==> config.mk <==
export PLATFORM = sky130hd
export DESIGN_NAME = x25519_ctrl
export DESIGN_NICKNAME = d
export VERILOG_FILES = /design/src/rtl/x25519_pkg.sv /design/src/rtl/x25519_ctrl.sv
export SDC_FILE = /design/constraint.sdc
export NUM_CORES = 1
export LEC_CHECK = 0
export BUFFER_PORTS_ARGS = -buffer_cell sky130_fd_sc_hd__buf_2
export CORE_UTILIZATION = 40
export DETAILED_ROUTE_END_ITERATION = 6
export PLACE_DENSITY = 0.59
export SYNTH_ARGS = -nofsm -noshare
export SYNTH_HDL_FRONTEND = slang
export SYNTH_SLANG_ARGS = --single-unit
==> constraint.sdc <==
create_clock -name clk -period 4.9 [get_ports clk]
set_input_delay 0.49 -clock clk [delete_from_list [all_inputs] [get_ports clk]]
set_output_delay 0.49 -clock clk [all_outputs]
set_load 0.01 [all_outputs]
==> src/rtl/x25519_pkg.sv <==
// Shared types and constants for the X25519 scalar multiplier.
// Used by the controller, the datapath and the top level; no dependencies.
package x25519_pkg;

	localparam logic [255:0] PRIME =
		256'h7fffffff_ffffffff_ffffffff_ffffffff_ffffffff_ffffffff_ffffffff_ffffffed;
	localparam logic [254:0] A24 = 255'd121665;

	typedef enum logic [1:0] {OP_ADD, OP_SUB, OP_MUL} op_t;

	typedef logic [3:0] src_t;

	// Register file entries, then constant and input operands
	localparam src_t SRC_A    = 4'd0;
	localparam src_t SRC_B    = 4'd1;
	localparam src_t SRC_C    = 4'd2;
	localparam src_t SRC_D    = 4'd3;
	localparam src_t SRC_E    = 4'd4;
	localparam src_t SRC_F    = 4'd5;
	localparam src_t SRC_X    = 4'd6;
	localparam src_t SRC_T    = 4'd7;
	localparam src_t SRC_ONE  = 4'd8;
	localparam src_t SRC_ZERO = 4'd9;
	localparam src_t SRC_A24  = 4'd10;
	localparam src_t SRC_PT   = 4'd11;

	typedef struct packed {
		logic       start;
		op_t        op;
		logic [2:0] dst;
		src_t       src1;
		src_t       src2;
		logic       pt_we;
		logic [1:0] pt_idx;
		logic [1:0] out_sel;
	} dp_cmd_t;

	typedef struct packed {
		logic done;
	} dp_stat_t;

endpackage

==> src/rtl/x25519_ctrl.sv <==
// Sequencer for the ladder, the inversion and the result transactions.
// Holds the scalar registers; drives the datapath through dp_cmd_t. Uses x25519_pkg.
module x25519_ctrl (
	input  logic                clk,
	input  logic                arst_n,
	input  logic                cfg_we,
	input  logic [1:0]          cfg_index,
	input  logic [63:0]         cfg_wdata,
	input  logic                s_axis_tvalid,
	output logic                s_axis_tready,
	input  logic [1:0]          s_axis_tuser,
	output logic                m_axis_tvalid,
	input  logic                m_axis_tready,
	output logic [1:0]          m_axis_tuser,
	output logic                m_axis_tlast,
	output x25519_pkg::dp_cmd_t cmd,
	input  x25519_pkg::dp_stat_t stat
);
	import x25519_pkg::*;

	typedef enum logic [1:0] {C_IDLE, C_ISSUE, C_WAIT, C_OUT} cstate_t;
	typedef enum logic [1:0] {PH_INIT, PH_LADDER, PH_INV, PH_FINAL} phase_t;

	typedef struct packed {
		op_t        op;
		logic [2:0] dst;
		src_t       s1;
		src_t       s2;
	} uop_t;

	function automatic uop_t mk(op_t op, src_t d, src_t s1, src_t s2);
		uop_t u;
		u.op  = op;
		u.dst = d[2:0];
		u.s1  = s1;
		u.s2  = s2;
		return u;
	endfunction

	function automatic uop_t init_uop(logic [2:0] pc);
		uop_t u;
		case (pc)
			3'd0:    u = mk(OP_ADD, SRC_X, SRC_PT, SRC_ZERO);
			3'd1:    u = mk(OP_ADD, SRC_B, SRC_X, SRC_ZERO);
			3'd2:    u = mk(OP_ADD, SRC_A, SRC_ONE, SRC_ZERO);
			3'd3:    u = mk(OP_ADD, SRC_C, SRC_ZERO, SRC_ZERO);
			default: u = mk(OP_ADD, SRC_D, SRC_ONE, SRC_ZERO);
		endcase
		return u;
	endfunction

	function automatic uop_t ladder_uop(logic [4:0] pc);
		uop_t u;
		case (pc)
			5'd0:    u = mk(OP_ADD, SRC_E, SRC_A, SRC_C);
			5'd1:    u = mk(OP_SUB, SRC_A, SRC_A, SRC_C);
			5'd2:    u = mk(OP_ADD, SRC_C, SRC_B, SRC_D);
			5'd3:    u = mk(OP_SUB, SRC_B, SRC_B, SRC_D);
			5'd4:    u = mk(OP_MUL, SRC_D, SRC_E, SRC_E);
			5'd5:    u = mk(OP_MUL, SRC_F, SRC_A, SRC_A);
			5'd6:    u = mk(OP_MUL, SRC_A, SRC_C, SRC_A);
			5'd7:    u = mk(OP_MUL, SRC_C, SRC_B, SRC_E);
			5'd8:    u = mk(OP_ADD, SRC_E, SRC_A, SRC_C);
			5'd9:    u = mk(OP_SUB, SRC_A, SRC_A, SRC_C);
			5'd10:   u = mk(OP_MUL, SRC_B, SRC_A, SRC_A);
			5'd11:   u = mk(OP_SUB, SRC_C, SRC_D, SRC_F);
			5'd12:   u = mk(OP_MUL, SRC_A, SRC_C, SRC_A24);
			5'd13:   u = mk(OP_ADD, SRC_A, SRC_A, SRC_D);
			5'd14:   u = mk(OP_MUL, SRC_C, SRC_C, SRC_A);
			5'd15:   u = mk(OP_MUL, SRC_A, SRC_D, SRC_F);
			5'd16:   u = mk(OP_MUL, SRC_D, SRC_B, SRC_X);
			default: u = mk(OP_MUL, SRC_B, SRC_E, SRC_E);
		endcase
		return u;
	endfunction

	// rename A<->B and C<->D instead of swapping values
	function automatic src_t remap(src_t s, logic swp);
		return (s[3:2] == 2'b00) ? {s[3:1], s[0] ^ swp} : s;
	endfunction

	cstate_t      state_q;
	phase_t       ph_q;
	logic [4:0]   pc_q;
	logic [7:0]   step_q, inv_i_q;
	logic         inv_mul_q, pend_q;
	logic [1:0]   out_q;
	logic [63:0]  scalar_q [4];
	logic [255:0] kc;
	logic         swp, in_acc, start_word;
	uop_t         u;
	src_t         dmap;

	assign kc = {1'b0, 1'b1, scalar_q[3][61:0], scalar_q[2], scalar_q[1],
		scalar_q[0][63:3], 3'b000};
	assign swp = (ph_q == PH_LADDER) && kc[step_q];

	assign s_axis_tready = (state_q == C_IDLE) || (state_q == C_OUT && !pend_q);
	assign in_acc        = s_axis_tvalid && s_axis_tready;
	assign start_word    = in_acc && (s_axis_tuser == 2'd3);

	always_comb begin
		case (ph_q)
			PH_INIT:   u = init_uop(pc_q[2:0]);
			PH_LADDER: u = ladder_uop(pc_q);
			PH_INV: begin
				if (pc_q == 5'd0)    u = mk(OP_ADD, SRC_T, SRC_C, SRC_ZERO);
				else if (!inv_mul_q) u = mk(OP_MUL, SRC_T, SRC_T, SRC_T);
				else                 u = mk(OP_MUL, SRC_T, SRC_T, SRC_C);
			end
			default:   u = mk(OP_MUL, SRC_A, SRC_A, SRC_T);
		endcase
	end

	assign dmap = remap({1'b0, u.dst}, swp);

	always_comb begin
		cmd.start   = (state_q == C_ISSUE);
		cmd.op      = u.op;
		cmd.dst     = dmap[2:0];
		cmd.src1    = remap(u.s1, swp);
		cmd.src2    = remap(u.s2, swp);
		cmd.pt_we   = in_acc;
		cmd.pt_idx  = s_axis_tuser;
		cmd.out_sel = out_q;
	end

	assign m_axis_tvalid = (state_q == C_OUT);
	assign m_axis_tuser  = out_q;
	assign m_axis_tlast  = (out_q == 2'd3);

	always_ff @(posedge clk or negedge arst_n) begin
		if (!arst_n) begin
			for (int n = 0; n < 4; n++) scalar_q[n] <= '0;
		end else if (cfg_we) begin
			scalar_q[cfg_index] <= cfg_wdata;
		end
	end

	always_ff @(posedge clk or negedge arst_n) begin
		if (!arst_n) begin
			state_q   <= C_IDLE;
			ph_q      <= PH_INIT;
			pc_q      <= '0;
			step_q    <= '0;
			inv_i_q   <= '0;
			inv_mul_q <= 1'b0;
			pend_q    <= 1'b0;
			out_q     <= '0;
		end else begin
			case (state_q)
				C_IDLE: begin
					if (start_word) begin
						state_q <= C_ISSUE;
						ph_q    <= PH_INIT;
						pc_q    <= '0;
					end
				end
				C_ISSUE: state_q <= C_WAIT;
				C_WAIT: begin
					if (stat.done) begin
						state_q <= C_ISSUE;
						case (ph_q)
							PH_INIT: begin
								if (pc_q == 5'd4) begin
									ph_q   <= PH_LADDER;
									pc_q   <= '0;
									step_q <= 8'd254;
								end else begin
									pc_q <= pc_q + 5'd1;
								end
							end
							PH_LADDER: begin
								if (pc_q == 5'd17) begin
									pc_q <= '0;
									if (step_q == 8'd0) ph_q <= PH_INV;
									else step_q <= step_q - 8'd1;
								end else begin
									pc_q <= pc_q + 5'd1;
								end
							end
							PH_INV: begin
								if (pc_q == 5'd0) begin
									pc_q      <= 5'd1;
									inv_i_q   <= 8'd253;
									inv_mul_q <= 1'b0;
								end else if (!inv_mul_q && inv_i_q != 8'd2 && inv_i_q != 8'd4) begin
									inv_mul_q <= 1'b1;
								end else begin
									inv_mul_q <= 1'b0;
									if (inv_i_q == 8'd0) ph_q <= PH_FINAL;
									else inv_i_q <= inv_i_q - 8'd1;
								end
							end
							default: begin
								state_q <= C_OUT;
								out_q   <= '0;
							end
						endcase
					end
				end
				C_OUT: begin
					if (start_word) pend_q <= 1'b1;
					if (m_axis_tready) begin
						if (out_q == 2'd3) begin
							pend_q <= 1'b0;
							out_q  <= '0;
							if (pend_q || start_word) begin
								state_q <= C_ISSUE;
								ph_q    <= PH_INIT;
								pc_q    <= '0;
							end else begin
								state_q <= C_IDLE;
							end
						end else begin
							out_q <= out_q + 2'd1;
						end
					end
				end
				default: state_q <= C_IDLE;
			endcase
		end
	end

endmodule

==> impl_metrics.ini, run 1 <==
[status]
outcome = finished, violations left
failing_checks = hold timing

[layout]
final_nets = 1219
fillCellCount = 3143
final_core_utilization_pct = 46.4
antenna_cells = 0
post_route_cells_drive_above_1_share_pct = 41.2
syn2layout_area_growth_pct = 13.2
layout_commonest_cell = sky130_fd_sc_hd__dfrtp_1
most-common-layout-cells = sky130_fd_sc_hd__dfrtp_1 (278), sky130_fd_sc_hd__mux2_2 (261), sky130_fd_sc_hd__buf_2 (96), sky130_fd_sc_hd__nand2_1 (61), sky130_fd_sc_hd__mux4_2 (42)
fin_cells = 1600

[pwr]
switching_power_mw = 2.80
power_per_cell_area_nw_per_um2 = 527
clock_power_share_pct = 27.7
share_of_total_power_in_sequential_cells_pct = 39.7
ir_drop_v = 0.000265
comb_power_share_pct = 32.6
power.static_leakage_nw = 6.73
switching_share_pct = 33.8
power.total_mw = 8.28
power.internal_mw = 5.49

[synth]
synth_simple_gate_area_share_pct = 6.60
synth_fa_ha_area_share_pct = 1.44
synth_sequential_area_ratio_pct = 50.4
synth_compound_gate_area_share_pct = 6.93
synth.ff_latch_count = 280
ys_types = 68
dominantRegCellSynth = sky130_fd_sc_hd__dfrtp_1
syn-mean-instance-area_um2 = 13.1
yosysTopAreaCellShare_pct = 50.4
synthArstFlopShare_pct = 100
synth_top_family_by_area = multiplexers
synth-warning-count = 0
mappedNetlistArea_um2 = 13900
yosys-top-cells-area = sky130_fd_sc_hd__dfrtp_1 (50%), sky130_fd_sc_hd__mux2_2 (21%), sky130_fd_sc_hd__mux4_2 (6.8%)
synthXorXnorAreaFrac_pct = 0.378
gate_count_post_synth = 1060
mappedNetlistNets = 1150
synth_edf_count = 0
portion_of_netlist_area_occupied_by_mux_cells_pct = 30.9
synth_top_area_cell = sky130_fd_sc_hd__dfrtp_1

[drt]
routed_wl_um = 33100
routed-via-count = 8992
post_drt_wl_per_cell_um = 20.7
first_iter_violations = 494
firstDrtPassIters = 4
antenna_violation_net_count_after_detailed_routing = 0
vias_per_cell = 5.62
drt_drc_violations_left = 0

[global_routing]
gr-total-overflow = 0
grt_use_total_pct = 18.9
grt_pass1_wl_um = 53200
grt_start_max_net_pins = 108
grt_antenna_before_repair = 0
number_of_global_route_vias_before_repair = 9113

[die]
die_h_um = 188
start_util_pct = 41.0
design.die.area_um2 = 35500
die_x_um = 188
io-pin-count = 98
core_um2 = 33900
core.rowCount = 67

[worst_hold_path]
holdCritPathClass = input pin to async pin

[timing]
fmax_ghz = 0.213
timing.final.hold_violations = 13
final_setup_violation_count = 0
finalHoldWorstSlack_ns = -0.0706
timing.slew.headroom_pct = 30.4
fin_crit_sh_pct = 95.8
timing.clock.skew_ns = 0.0101
grt_setup_unrepaired = no
report.final.slew_viol_count = 0
tns_ns = 0
timing_worst_slew_pin_value_ns = 1.04
period_needed_ns = 4.69

[worst_setup_path]
critPathMaxFanout = 21
timing.critical_path.required_ns = 4.41
worstSetupPathType = flop to output pin
crit_path_top_delay_cell = sky130_fd_sc_hd__dfrtp_1
worst_setup_path_start_kind = flop
r2r_cells = 10
crit_family = compound AO/OA/AOI/OAI gates
endpoint_kind = output pin
timing.critical_path.slowest_cell_delay_ns = 0.85
cp_data_arrival_time_ns = 4.20
regToRegSetupSlack_ns = 1.61
cp_cell_sequence = inv_1 -> nor2_1 -> a311oi_1 -> a2111oi_1 -> a311oi_1 -> o221ai_2 -> o221ai_1 -> xnor2_1 -> buf_2
cp.buffers_inverters = 2
r2r-start = pc_q[1]
critical_path.most_common_cell = sky130_fd_sc_hd__a311oi_1
rr_endpoint = inv_i_q[6]

[clocking]
ctsHoldBuffers = 0
postCtsSetupRepairBufs = 0
clockRootBuffer = sky130_fd_sc_hd__clkbuf_16
clock_insertion_delay_at_the_later_pin_of_the_skew_report_ns = 0.56
cts_num_sinks = 280
max_h_tree_level = 1
numCtsBuffers = 31
clockBufferDepth = 3
ctsResizeCount = 0
cts_tree = yes
worst_setup_hold_path_clk_slew_ns = 0.06

[placed_design]
dp.final_hpwl_um = 22200
dpl.cell_count = 1544
io_buffers = 97
globalplace.congestion = 0.857

[run]
max-cap-violations = 0
[synth_stat cells, types with 4 or more instances]
cell type and n:
sky130_fd_sc_hd__a31oi_1 11, sky130_fd_sc_hd__mux4_1 4, sky130_fd_sc_hd__nor3_1 8, sky130_fd_sc_hd__o31ai_1 5
sky130_fd_sc_hd__nand3_1 19, sky130_fd_sc_hd__and3_1 5, sky130_fd_sc_hd__or3_1 6, sky130_fd_sc_hd__a21oi_1 17
sky130_fd_sc_hd__inv_1 24, sky130_fd_sc_hd__dfrtp_1 280, sky130_fd_sc_hd__nor2_1 36, sky130_fd_sc_hd__mux2_2 261
sky130_fd_sc_hd__o221ai_1 4, sky130_fd_sc_hd__a22oi_1 12, sky130_fd_sc_hd__a211oi_1 4, sky130_fd_sc_hd__mux2i_1 30
sky130_fd_sc_hd__clkbuf_1 50, sky130_fd_sc_hd__o21ai_0 40, sky130_fd_sc_hd__and2_1 5, sky130_fd_sc_hd__a311oi_1 4
sky130_fd_sc_hd__ha_1 16, sky130_fd_sc_hd__buf_4 6, sky130_fd_sc_hd__xnor2_1 4, sky130_fd_sc_hd__o22ai_1 4
sky130_fd_sc_hd__buf_6 6, sky130_fd_sc_hd__nand2_1 61, sky130_fd_sc_hd__nand2b_1 4, sky130_fd_sc_hd__a221oi_1 8
sky130_fd_sc_hd__nor2b_1 13, sky130_fd_sc_hd__a22o_1 4, sky130_fd_sc_hd__buf_2 7, sky130_fd_sc_hd__mux4_2 42
[worst max path at each step]
stage	start	end	slack, ns	cells after the start
floorplan	step_q[0]	cmd[5]	1.98	10
global placement	step_q[2]	cmd[13]	0.98	9
detailed placement	step_q[2]	cmd[13]	0.90	9
CTS	step_q[2]	cmd[13]	0.27	9
global route	step_q[2]	cmd[13]	0.05	9
finish	step_q[2]	cmd[13]	0.21	9
[flip-flops by register name (all words and copies together), names as in the netlist]
signal	cells
kc	251
inv_i_q	8
step_q	8
pc_q	5
m_axis_tuser	2
ph_q	2
state_q	2
inv_mul_q	1
pend_q	1
[final cells by class]
| class | instances | area [um^2] | area share [%] |
|---|---|---|---|
| Clock inverter | 9 | 109 | 0.692 |
| Sequential cell | 280 | 7010 | 44.6 |
| Multi-Input combinational cell | 682 | 6440 | 41.0 |
| Inverter | 24 | 90.1 | 0.573 |
| Timing Repair Buffer | 110 | 618 | 3.93 |
| Clock buffer | 47 | 896 | 5.70 |
| Tap cell | 448 | 561 | 3.56 |
[layer usage]
metal	GRT usage, %	up-vias	routed length [um]
met1	27.2	4682	15600
met2	30.9	211	15700
met4	3.85	0	506
met3	2.35	39	1350
met5	0	-	0
li1	-	4060	-
[metrics by stage]
stage | setup WS [ns] | instance area [um^2] | hold WS [ns]
finish | 0.206 | 15700 | -0.0706
global route | 0.0451 | 15700 | 0.0250
CTS | 0.272 | 15700 | 0.0217
detailed placement | 0.899 | 14700 | 0.486
global placement | 0.975 | 14700 | 0.482
floorplan | 1.98 | 13900 | 0.194
[power by group through the flow]
stage	Combinational, mW	Sequential [mW]	Clock, mW
floorplan	2.16	3.03	0
global placement	2.67	3.32	0
detailed placement	2.70	3.33	0
CTS	2.72	3.29	2.36
global route	2.94	3.36	2.44
finish	2.70	3.29	2.29
[cell families after synthesis]
| logic type | after synthesis |
|---|---|
| mux | 337 |
| flops | 280 |
| simple gates | 183 |
| compound gates | 140 |
| buf+inv | 98 |
| fa+ha+maj | 16 |
| xor+xnor | 6 |
No activity file was read; power rests on OpenSTA's default activity.
==> run 2, diff against run 1 <==
==> constraint.sdc (replaced) <==
create_clock -name clk -period 4.35 [get_ports clk]
set_input_delay 0.435 -clock clk [delete_from_list [all_inputs] [get_ports clk]]
set_output_delay 0.435 -clock clk [all_outputs]
set_load 0.01 [all_outputs]
==> run 2 against run 1 <==
  * The run now ends clean
  * Via count increased by 0.56%
  * Final cell count increased by 0.31%
  * Worst setup slack better by 0.0022 ns
  * Combinational power grew 19%
  * Flip-flop and latch count unchanged
  * Utilization grew 0.47 points
  * Register-to-register slack got worse by 0.54 ns
  * Critical path type unchanged
  * Highest routed layer unchanged
==> impl_metrics.ini, run 2 (same netlist as run 1, synthesis figures left out) <==
[worst_setup_path]
rr_endpoint = inv_i_q[6]
timing.critical_path.slowest_cell_delay_ns = 0.78
critical_path.most_common_cell = sky130_fd_sc_hd__a221oi_1
r2r_cells = 10
endpoint = cmd[13]
critPathMaxFanout = 23
worstSetupPathType = flop to output pin
timing.critical_path.required_ns = 3.91
regToRegSetupSlack_ns = 1.07
endpoint_kind = output pin
cp_data_arrival_time_ns = 3.71
critical_path.startpoint = step_q[1]
r2r-start = pc_q[1]
path_length_in_cells_of_the_critical_path = 10
worst_setup_path_start_kind = flop
crit_family = compound AO/OA/AOI/OAI gates
cp.buffers_inverters = 2
crit_path_top_delay_cell = sky130_fd_sc_hd__dfrtp_2
cp_cell_sequence = buf_4 -> and2_1 -> a221oi_1 -> a221oi_1 -> a2111oi_1 -> a311oi_1 -> o221ai_2 -> o221ai_1 -> xnor2_1 -> buf_2

[clocking]
max_h_tree_level = 1
cts_num_sinks = 280
clockBufferDepth = 3
clock_insertion_delay_at_the_later_pin_of_the_skew_report_ns = 0.58
clockRootBuffer = sky130_fd_sc_hd__clkbuf_16
numCtsBuffers = 30
worst_setup_hold_path_clk_slew_ns = 0.06
cts_tree = yes

[placed_design]
globalplace.congestion = 0.863
placement.cell_area_um2 = 14800
dp_worst_setup_slack_ns = 0.590
io_buffers = 97
dpl.cell_count = 1550
dp.final_hpwl_um = 23000

[status]
outcome = completed

[timing]
timing.slew.headroom_pct = 31.7
fmax_ghz = 0.241
timing.clock.skew_ns = 0.0447
timing_worst_slew_pin_value_ns = 1.02
grt_setup_unrepaired = no
report.final.slew_viol_count = 0
fin_crit_sh_pct = 95.2
tns_ns = 0
period_needed_ns = 4.14
finalHoldWorstSlack_ns = 0.127
timing.final.hold_violations = 0
final_setup_violation_count = 0
setup_slack_ns = 0.208

[drt]
first_iter_violations = 578
antenna_violation_net_count_after_detailed_routing = 0
post_drt_wl_per_cell_um = 20.9
drt_drc_violations_left = 0
routed-via-count = 9042
firstDrtPassIters = 5
routed_wl_um = 33600
vias_per_cell = 5.63

[pwr]
switching_share_pct = 33.6
share_of_total_power_in_sequential_cells_pct = 38.2
comb_power_share_pct = 33.5
power.total_mw = 9.58
power.internal_mw = 6.36
clock_power_share_pct = 28.3
power.static_leakage_nw = 6.80
power_per_cell_area_nw_per_um2 = 603
ir_drop_v = 0.000397
switching_power_mw = 3.22

[layout]
final_core_utilization_pct = 46.9
most-common-layout-cells = sky130_fd_sc_hd__dfrtp_1 (277), sky130_fd_sc_hd__mux2_2 (261), sky130_fd_sc_hd__buf_2 (96), sky130_fd_sc_hd__nand2_1 (61), sky130_fd_sc_hd__mux4_2 (42)
fillCellCount = 3066
layout_commonest_cell = sky130_fd_sc_hd__dfrtp_1
final_nets = 1226
syn2layout_area_growth_pct = 14.3
post_route_cells_drive_above_1_share_pct = 42.0
summed_area_of_non_filler_cells_in_the_final_layout_um2 = 15900
area.sequential_um2 = 7010
multiInputGateArea_um2 = 6450
largest_register_ffs = 251
fin_cells = 1605

[worst_hold_path]
worst_hold_depth = 2
holdCritPathClass = input pin to flop

[run]
max-cap-violations = 0

[global_routing]
grt_start_max_net_pins = 103
grt_antenna_before_repair = 1
gr-total-overflow = 0
grt_use_total_pct = 19.4
number_of_global_route_vias_before_repair = 9220
grt_pass1_wl_um = 54600

[die]
core_um2 = 33900
start_util_pct = 41.0
design.die.area_um2 = 35500
io-pin-count = 98
die_h_um = 188
die_x_um = 188
core.rowCount = 67
[run 2: metal layers]
metal	routed length [um]	GRT usage [%]	vias up	part of all wire [%]
met4	687	4.65	0	2.0
met3	1630	3.41	46	4.8
li1	-	-	4094	-
met2	15700	30.6	211	47
met1	15600	27.8	4691	46
met5	0	0	-	0
[run 2: what timing repair did]
| item | 4_1_cts | 5_1_grt |
|---|---|---|
| endpoints found under the setup margin | 0 | 3 |
| gates resized for setup | 0 | 2 |
| hold endpoints to repair | 55 | 0 |
| hold buffers | 1 | 0 |
| buffers inserted | 0 | 1 |
[run 2: cell type report]
type / count / area share (%)
Antenna cell: 1 / 0.0158
Inverter: 24 / 0.567
Tap cell: 448 / 3.53
Clock inverter: 8 / 1.08
Sequential cell: 280 / 44.2
Clock buffer: 44 / 5.62
Multi-Input combinational cell: 682 / 40.6
Timing Repair Buffer: 118 / 4.44
[run 2: worst min path at each step]
stage / from / end / slack [ns]
6_report: cfg_wdata[22] / kc[150] / 0.13
4_1_cts: cfg_wdata[16] / kc[208] / 0.11
3_5_place_dp: kc[207] / kc[207] / 0.49
2_1_floorplan: arst_n / inv_i_q[0] / 0.14
3_3_place_gp: kc[175] / kc[175] / 0.48
5_1_grt: cfg_wdata[16] / kc[16] / 0.11
[run 2: power groups by stage]
stage	Clock, mW	Combinational [mW]	Sequential [mW]
finish	2.71	3.21	3.66
global route	2.88	3.48	3.75
detailed placement	0	3.15	3.73
global placement	0	3.11	3.72
CTS	2.77	3.16	3.68
floorplan	0	2.43	3.41
[run 2: worst register-to-register path, delay by kind of cell (launching register included)]
family | cells | cell delay [ns]
adders and majority gates | 1 | 0.42
buffers and inverters | 1 | 0.26
and+or+nand+nor | 5 | 1.42
AOI/OAI and AO/OA | 2 | 0.41
xor gates and xnor gates | 1 | 0.17
DFF | 1 | 0.48
